$ cat src/design/satk_pkg.sv
package satk_pkg;

  typedef logic [30:0] score_t;

  typedef logic [1:0] op_t;

  localparam op_t OP_ADD    = 2'd0;
  localparam op_t OP_COMMIT = 2'd1;
  localparam op_t OP_READ   = 2'd2;

  localparam score_t SCORE_MAX = 31'h7FFF_FFFF;

  // Reciprocal of ten scaled by 2^35; exact quotient for any 32-bit value.
  localparam logic [31:0] RECIP10 = 32'hCCCC_CCCD;
  localparam int RECIP10_SHIFT = 35;

  typedef struct packed {
    logic   valid;
    logic   placed;
    score_t carry;
  } tok_t;

endpackage

$ cat src/design/satk_cell.sv
module satk_cell #(
  parameter int PW = 4
) (
  input  logic             clk,
  input  logic             rst,
  input  satk_pkg::tok_t   tin,
  input  logic [PW-1:0]    pos_in,
  output satk_pkg::tok_t   tout,
  output logic [PW-1:0]    pos_out,
  output satk_pkg::score_t entry
);

  logic swap;

  assign swap = tin.valid && (tin.placed || (tin.carry > entry));

  always_ff @(posedge clk) begin
    tout.carry  <= swap ? entry : tin.carry;
    tout.placed <= tin.placed || swap;
    pos_out     <= (tin.placed || swap) ? pos_in : pos_in + PW'(1);
    if (rst) begin
      entry      <= '0;
      tout.valid <= 1'b0;
    end else begin
      if (swap) begin
        entry <= tin.carry;
      end
      tout.valid <= tin.valid;
    end
  end

endmodule

$ cat src/design/satk_digits.sv
module satk_digits #(
  parameter int DIGIT_COUNT = 8
) (
  input  logic                     clk,
  input  logic                     rst,
  input  logic                     go,
  input  satk_pkg::score_t         value,
  output logic                     fin,
  output logic [4*DIGIT_COUNT-1:0] bcd
);

  localparam int CW = (DIGIT_COUNT > 1) ? $clog2(DIGIT_COUNT) : 1;

  logic             run;
  logic             phase;
  logic [CW-1:0]    cnt;
  satk_pkg::score_t v;
  logic [63:0]      prod;
  satk_pkg::score_t q;
  satk_pkg::score_t rem;

  assign q   = {2'b00, prod[63:satk_pkg::RECIP10_SHIFT]};
  assign rem = v - {q[27:0], 3'b000} - {q[29:0], 1'b0};

  always_ff @(posedge clk) begin
    if (rst) begin
      run   <= 1'b0;
      fin   <= 1'b0;
      phase <= 1'b0;
      cnt   <= '0;
    end else if (go) begin
      run   <= 1'b1;
      fin   <= 1'b0;
      phase <= 1'b0;
      cnt   <= '0;
    end else if (run) begin
      phase <= ~phase;
      if (phase) begin
        cnt <= cnt + CW'(1);
        if (cnt == CW'(DIGIT_COUNT - 1)) begin
          run <= 1'b0;
          fin <= 1'b1;
        end
      end
    end
  end

  always_ff @(posedge clk) begin
    if (go) begin
      v <= value;
    end else if (run) begin
      if (!phase) begin
        prod <= {1'b0, v} * satk_pkg::RECIP10;
      end else begin
        v <= q;
        bcd[4*cnt +: 4] <= rem[3:0];
      end
    end
  end

endmodule

$ cat src/design/score_accumulate_and_topk_insert.sv
// Score accumulator with a descending top-K ranking table.
// A request is taken at a rising edge where start is high and busy is low;
// op selects add (add_value joins the running total, clamped to zero below
// and saturated at the 31-bit maximum), commit (the total is inserted before
// the first table entry it strictly exceeds) or read (entry_index selects
// one table entry). Every request gives exactly one result, shown for one
// cycle with done high: the total, its low DIGIT_COUNT decimal digits as
// packed BCD, the insert position for a commit (RANK_DEPTH when not placed)
// and the entry for a read.
// A commit result waits for both the digit unit and the row of table cells,
// any other result for the digit unit alone. Busy is low again in the done
// cycle, so the next request is taken at the edge that ends it, and no
// request is taken before the last one gives its result. The digit unit
// takes each digit as a reciprocal multiply followed by a remainder step,
// and a commit travels down the row of table cells one cell per cycle.
// The receiver cannot stall, so done is a plain strobe.
// Synchronous reset clears the total and every table entry to zero and
// returns the block to idle at the clock edge where reset is high.
module score_accumulate_and_topk_insert #(
  parameter int DIGIT_COUNT = 8,
  parameter int RANK_DEPTH  = 8
) (
  input  logic               clk,
  input  logic               rst,
  input  logic               start,
  output logic               busy,
  input  logic [1:0]         op,
  input  logic signed [31:0] add_value,
  input  logic [2:0]         entry_index,
  output logic               done,
  output logic [30:0]        total_now,
  output logic [31:0]        digits_bcd,
  output logic [3:0]         rank_position,
  output logic [30:0]        entry_value
);

  localparam int PW = $clog2(RANK_DEPTH + 1);
  localparam int BW = 4 * DIGIT_COUNT;

  localparam logic [1:0] ST_IDLE = 2'd0;
  localparam logic [1:0] ST_EXEC = 2'd1;
  localparam logic [1:0] ST_WAIT = 2'd2;

  logic [1:0]              state;
  satk_pkg::op_t           op_r;
  logic signed [31:0]      value_r;
  logic [2:0]              index_r;
  satk_pkg::score_t        total_score;
  satk_pkg::score_t        total_next;
  logic signed [33:0]      sum;
  satk_pkg::score_t        read_val;
  satk_pkg::score_t        entry_r;
  logic                    cm_fin;
  logic                    finish;
  logic [PW-1:0]           pos_r;
  logic                    dig_go;
  logic                    dig_fin;
  logic [BW-1:0]           bcd;
  logic [BW+31:0]          bcd_ext;
  logic [PW+3:0]           pos_ext;

  satk_pkg::tok_t          tk  [RANK_DEPTH+1];
  logic [PW-1:0]           pos [RANK_DEPTH+1];
  satk_pkg::score_t        ent [RANK_DEPTH];

  assign busy = (state != ST_IDLE);

  assign sum = $signed({3'b000, total_score}) + $signed({{2{value_r[31]}}, value_r});

  always_comb begin
    total_next = total_score;
    if (op_r == satk_pkg::OP_ADD) begin
      if (sum <= 34'sd0) begin
        total_next = '0;
      end else if (sum > $signed({3'b000, satk_pkg::SCORE_MAX})) begin
        total_next = satk_pkg::SCORE_MAX;
      end else begin
        total_next = sum[30:0];
      end
    end
  end

  always_comb begin
    read_val = '0;
    for (int k = 0; k < RANK_DEPTH; k++) begin
      if ((k < 8) && (int'(index_r) == k)) begin
        read_val = ent[k];
      end
    end
  end

  assign tk[0] = '{valid:  (state == ST_EXEC) && (op_r == satk_pkg::OP_COMMIT),
                   placed: 1'b0,
                   carry:  total_score};
  assign pos[0] = '0;

  for (genvar g = 0; g < RANK_DEPTH; g++) begin : g_cell
    satk_cell #(
      .PW(PW)
    ) u_cell (
      .clk    (clk),
      .rst    (rst),
      .tin    (tk[g]),
      .pos_in (pos[g]),
      .tout   (tk[g+1]),
      .pos_out(pos[g+1]),
      .entry  (ent[g])
    );
  end

  assign dig_go = (state == ST_EXEC);

  satk_digits #(
    .DIGIT_COUNT(DIGIT_COUNT)
  ) u_digits (
    .clk  (clk),
    .rst  (rst),
    .go   (dig_go),
    .value(total_next),
    .fin  (dig_fin),
    .bcd  (bcd)
  );

  assign bcd_ext = {32'd0, bcd};
  assign pos_ext = {4'd0, pos_r};

  assign finish = (state == ST_WAIT) && dig_fin && (cm_fin || (op_r != satk_pkg::OP_COMMIT));

  always_ff @(posedge clk) begin
    if (rst) begin
      state       <= ST_IDLE;
      total_score <= '0;
      cm_fin      <= 1'b0;
      done        <= 1'b0;
    end else begin
      done <= finish;
      if (state == ST_EXEC) begin
        cm_fin <= 1'b0;
      end else if (tk[RANK_DEPTH].valid) begin
        cm_fin <= 1'b1;
      end
      unique case (state)
        ST_IDLE: begin
          if (start) begin
            state <= ST_EXEC;
          end
        end
        ST_EXEC: begin
          total_score <= total_next;
          state       <= ST_WAIT;
        end
        ST_WAIT: begin
          if (finish) begin
            state <= ST_IDLE;
          end
        end
        default: begin
          state <= ST_IDLE;
        end
      endcase
    end
  end

  always_ff @(posedge clk) begin
    if (start && !busy) begin
      op_r    <= op;
      value_r <= add_value;
      index_r <= entry_index;
    end
    if (state == ST_EXEC) begin
      entry_r <= (op_r == satk_pkg::OP_READ) ? read_val : '0;
    end
    if (tk[RANK_DEPTH].valid) begin
      pos_r <= pos[RANK_DEPTH];
    end
    if (finish) begin
      total_now     <= total_score;
      digits_bcd    <= bcd_ext[31:0];
      rank_position <= (op_r == satk_pkg::OP_COMMIT) ? pos_ext[3:0] : 4'd0;
      entry_value   <= entry_r;
    end
  end

  a_done_idle: assert property (@(posedge clk) disable iff (rst)
    done |-> !busy)
    else $error("result strobe while still busy");

  a_accept_exec: assert property (@(posedge clk) disable iff (rst)
    (start && !busy) |=> (state == ST_EXEC))
    else $error("accepted request did not start execution");

  a_chain_exit: assert property (@(posedge clk) disable iff (rst)
    tk[RANK_DEPTH].valid |-> (state == ST_WAIT))
    else $error("commit left the cell row outside a running request");

  a_done_digits: assert property (@(posedge clk) disable iff (rst)
    done |-> $past(dig_fin))
    else $error("result given before digit conversion finished");

endmodule
$ cat config.mk
export PLATFORM = sky130hd
export DESIGN_NAME = score_accumulate_and_topk_insert
export DESIGN_NICKNAME = d
export VERILOG_FILES = /design/src/design/satk_pkg.sv /design/src/design/satk_cell.sv /design/src/design/satk_digits.sv /design/src/design/score_accumulate_and_topk_insert.sv
export SDC_FILE = /design/constraint.sdc
export NUM_CORES = 2
export LEC_CHECK = 0
export ABC_AREA = 1
export BUFFER_PORTS_ARGS = -buffer_cell sky130_fd_sc_hd__buf_2
export CAP_MARGIN = 30
export CORE_MARGIN = 4
export CORE_UTILIZATION = 49
export CTS_CLUSTER_SIZE = 30
export DETAILED_ROUTE_END_ITERATION = 7
export PLACE_DENSITY_LB_ADDON = 0.08
export SLEW_MARGIN = 30
export SYNTH_ARGS = -nofsm -noshare
export SYNTH_HDL_FRONTEND = slang
export SYNTH_SLANG_ARGS = --single-unit
$ cat constraint.sdc
create_clock -name clk -period 7.22 [get_ports clk]
set_input_delay 0.722 -clock clk [delete_from_list [all_inputs] [get_ports clk]]
set_output_delay 0.722 -clock clk [all_outputs]
set_load 0.02 [all_outputs]
Yosys cells after proc, flatten, opt, wreduce, memory -nomap -nowiden
Index checks and enable logic that the tools add are counted.
Widths: inputs -> output; s select.
- add/sub/neg operators: 12
- multiply operators: 1
- div/mod/pow operators: 0
- magnitude comparators: 10
- equality and inequality tests: 15
- shift-type cells: 2
- muxes and demuxes: 37
- bitwise logic cells: 2
- reduce and logical (&&, ||, !) cells: 41
- operators by type and width (kind ; count):
    $mux 31 ; 21
    $gt 31x31->1 ; 8
    $mul 31x32->63 const B ; 1
    $neg 5->34 ; 1
    $shift 4x34->32 const A ; 1
    $shiftx 4x34->32 ; 1
    $add 32x32->33 ; 1
    $gt 33x32->1 const B ; 1
    $le 33x1->1 const B ; 1
    $bwmux 32 ; 1
    $add 4x1->4 const B ; 7
    $mux 4 ; 7
    $eq 3x3->1 const B ; 5
    $logic_or 1x1->1 ; 15
    $logic_and 1x1->1 ; 12
    $reduce_and 3->1 ; 3
    $sub 4x4->4 ; 2
    $eq 3x2->1 const B ; 2
    $pmux 2 s3 ; 1
    $reduce_and 2->1 ; 3
    $reduce_bool 2->1 ; 3
    $mux 1 ; 5
    $eq 2x1->1 const B ; 2
    $eq 2x2->1 const B ; 2
    other kinds (10) ; 14
- register bits: 849
- latch bits: 0
- RAM bits: 0
- memory bits (read-only): 0
- input port bits: 40
- output and inout bits: 100
- word-level logic and storage cells: 178
- memories: 0

Longest topological paths before layout
- depth after elaboration: 9
- depth in mapped cells: 31
- gate-level depth less buffers: 31

Modules after synthesis
From an unflattened synthesis, not the netlist that was laid out.
- cells, all modules: 7438
- area, all modules: 57408.8 um^2
- modules (own cells, without submodules) (module ; times used ; cells an instance ; area an instance (um^2) ; sequential area each (um^2)):
    satk_cell at g_cell[0].u_cell ... ; 7 ; 485 ; 3512.1 ; 1361.3
    satk_digits ; 1 ; 2133 ; 17677.0 ; 2852.7
    score_accumulate_and_topk_insert ; 1 ; 1427 ; 11686.2 ; 5805.6
    satk_cell at g_cell[6].u_cell ; 1 ; 483 ; 3460.8 ; 1361.3

Least setup slack after synthesis
OpenSTA, ideal clock, no wires.
- path kind: reg2reg
- from: register u_digits.v[20]
- to: register u_digits.prod[61], data pin
- library setup time: 252 ps
- data arrival time: 6494 ps
- data required time: 6968 ps
- setup slack: 473 ps
- cell stages (with the launch flop): 30
- path buffers: 0
- clock period less this slack: 6747 ps
- path through: edfxtp_1 inv_1 ha_1 inv_1 fa_1 inv_1 fa_1 inv_1 fa_1 inv_1 fa_1 inv_1 fa_1 fa_1 inv_1 fa_1 inv_1 ha_1 nand2_1 nor2_1 inv_1 nor2_1 and3_1 nand3b_1 nand3_1 a21oi_1 o21ai_0 nand2_1 nand3_1 nand2_1
- cells in the longest elaborated chain, start to end: 1
- ends and longest elaborated chain (item ; line ; RTL):
    from (decl) ; satk_digits.sv:17 ; satk_pkg::score_t v;
    from (signal assigned) ; satk_digits.sv:50 ; v <= value;
    from (signal assigned) ; satk_digits.sv:55 ; v <= q;
    $mul 31x32->63 ; satk_digits.sv:53 ; prod <= {1'b0, v} * satk_pkg::RECIP10;
    to (signal assigned) ; satk_digits.sv:53 ;
    to (decl) ; satk_digits.sv:18 ; logic [63:0] prod;
Every way passes these cells.
A chain may end at the register's enable or synchronous reset.

Worst setup path after layout
- from: register u_digits.v[8]
- to: register u_digits.prod[61], data pin
The elaborated chain is that of the path after synthesis.

==> impl_results.md <==
- Final ANT Viol Nets: 0
- Hold Crit Class: in -> reg
- Share of layout cells above drive strength 1: about 8%
- Grt ovf: 0
- Commonest non-fill, non-tap cell in the layout: nand2_1
- WP data required: approximately 7600 ps
- Initial drt markers: 2,633
- Most common cell on crit path: fa_1
- Vias in the first global route: ~40,000
- Clk_lat worst skew: 690 ps
- Top Ports: between 100 and 150
- Ys Warns: 0
- Startpoint types: flop
- Max clock buf depth: 3
- Seq/Total Area, Yosys: a little under two fifths
- Mapped Nets: between 6,000 and 7,000
- CTS Buf Count: 93
- Post-DP HPWL: around 120,000 microns
- Die X: about 330 microns
- Total routed wirelength: 150,600 microns
- Post-synthesis cell area: about 0.051 sq mm
- Htree depth: 3
- First-pass GRT wire length: approximately 230,000 microns
- Status: finished clean
- Final worst path period share: between 90% and 100%
- Worst stage delay on the critical path: around 600 ps
- Root buffer cell: clkbuf_16
- Post-DP Area: ~0.053 sq mm
- Initial antenna violation count: 3
- DRC: 0
- Syn Inst Count: 6,086
- Setup CP Type: reg -> reg
- Pin count of the biggest net entering global routing: ~200
- Post-synth EDFFs: 261
- Port Buffers: 139
- Placer Congestion: 0.9501
- Area growth from synthesis to layout: 11.72%
- WL per Instance: 19.63 microns
- Slew Limit Fails: 0
- Via count: 40,430
- Worst Path Arrival: 7370 ps
- TritonRoute pass-1 iters: 6
- RSZ-0062 raised after global routing: yes
- Setup violations, final: 0
- Post-layout util: a little under three fifths
- Slew @ Worst Pin: around 1000 ps
- Hold bufs inserted after CTS: 0
- Critical path endpoint category: flop
- CP Max Fanout: 4
- Distinct cells, synth: between 40 and 50
- Ys async rst share: 0%
- Synthesized area per cell: around 8.3 sq um
- Fin. Hold Viols: 0
- Setup TNS: 0 ps
- Core area: between 0.1 and 0.15 sq mm
- CTS clk-pin slew, worst paths: roughly 60 ps
- Max cap viols: 0
- Clk sink count: between 800 and 900
- Main flop type after synthesis: dfxtp_1
- CP max-delay cell: fa_1
- Height of the die: between 300 and 400 microns
- GRT Util Overall: approximately 28%
- Synthesized flop and latch total: 808
- Cell Rows: about 120
- Antenna Cells: 0
- Most frequent cells in the layout: nand2_1, inv_1, ha_1, dfxtp_1, o21ai_0
- Avg Vias per Cell: between 5 and 6
- Design Area, Final: approximately 0.057 sq mm
- Final Critical Period: ~7000 ps
- Final clock skew: roughly 45 ps
- TritonCTS clock tree: yes
- Effective utilization at floorplan: 49.55%
- Die ar.: roughly 0.11 sq mm
- NumNets Final: 7,093
- Fmax: ~140 MHz
- Relative slew slack: around a third
==> critical path: cells and delay by family, from the launching register on <==
family,cells,cell delay [ps]
buffers and inverters,6,540
AOI/OAI and AO/OA,6,1020
DFF,1,430
and+or+nand+nor,6,700
adders and majority gates,9,4000
==> stage by stage <==
stage,hold slack (ps),setup slack [ps],std cells
2_1_floorplan,385.5,473.3,6086
6_report,202.4,267.1,7669
3_5_place_dp,389.5,-53.49,7493
5_1_grt,171.4,-33.20,7669
4_1_cts,161.6,4.950,7663
3_3_place_gp,389.0,-47.66,7492
==> worst paths after layout <==
check                                            startpoint                     endpoint  slack [ps]  cells past startpoint
worst max-delay path                          u_digits.v[8]            u_digits.prod[61]         270                     27
worst min-delay path                         entry_index[1]                   index_r[1]         200                      1
worst max register to register                u_digits.v[8]            u_digits.prod[61]         270                     27
worst min register to register  g_cell[6].u_cell.pos_out[3]  g_cell[7].u_cell.pos_out[3]         400                      1
==> state kept, by name, indices dropped and copies added, names as in the netlist, 26 cells and up <==
name / count
u_digits.prod: 28
u_digits.bcd: 32
digits_bcd: 32
value_r: 32
g_cell.u_cell.pos_out: 26
u_digits.v: 31
entry_value: 31
entry_r: 31
g_cell.u_cell.tout: 232
total_now: 31
g_cell.u_cell.entry: 248
total_score: 31
==> metal layers <==
layer	vias to the layer above	track usage (%)	share of wire, %	wire length (microns)
met3	274	3.439	4.6	6960
li1	20220	-	-	-
met5	-	0	0.0046	7
met2	938	48.14	48	72590
met4	2	12.45	5.1	7684
met1	19000	34.69	42	63330
==> layout make-up <==
| cell class | instances | area (sq um) |
|---|---|---|
| tap | 1368 | 1712 |
| clock inverter | 46 | 691.9 |
| multi-input combinational | 4122 | 27740 |
| clock buffer | 124 | 2569 |
| fill | 9591 | 45680 |
| inverter | 954 | 3586 |
| sequential | 808 | 18790 |
| timing repair buffer | 247 | 1563 |
==> what timing repair did <==
item,in CTS,in global routing
pin swaps,0,4
gates resized for setup,3,29
buffers inserted,0,4
setup endpoints to repair,5,18
==> synthesized netlist by cell type (3+ instances only) <==
cell type     n  share of area, %
nor3b_1       4             0.059
nor3_1       45              0.44
buf_1        14              0.10
or2_2         6             0.074
and3_1        4             0.049
nand3_2      35              0.69
o21a_1        6             0.089
inv_2         5             0.037
nand2_1    1151               8.5
dfxtp_1     547                22
edfxtp_1    261                15
o31ai_1       5             0.074
nand2_2      11              0.14
nor4_1       56              0.69
fa_1        231               9.1
nand3b_1     17              0.25
buf_2        27              0.27
a31oi_1      25              0.31
a21o_1       24              0.36
nand4_1      50              0.62
o21ai_1       4             0.039
buf_6         3             0.067
xnor2_1      39              0.67
o211ai_1      8              0.12
o21ai_0     524               5.2
o21bai_1     13              0.19
a211oi_1     13              0.19
nor2_2        5             0.062
buf_4         4             0.059
nand3_1     228               2.3
ha_1        596                15
o221ai_1     34              0.59
a21oi_1     418               4.1
clkinv_1      5             0.037
inv_1       944               7.0
a21boi_0      3             0.044
clkbuf_1    154               1.1
xor2_1       30              0.52
nor2_1      526               3.9
==> logic make-up (layout without fill, tap and decap cells) <==
group	count (synthesis)	count (layout)	share of synthesized area [%]
flip-flops	808	808	37.05
AND/OR/NAND/NOR	2143	2143	17.83
XOR/XNOR	69	69	1.192
adder cells (fa/ha/maj)	827	827	23.83
buffers and inverters	1156	1371	8.698
AO/OA/AOI/OAI	1083	1083	11.40
Power is left out: the tool's default activity adds up to more than one toggle a clock period on the data nets, which glitch-free logic cannot reach.
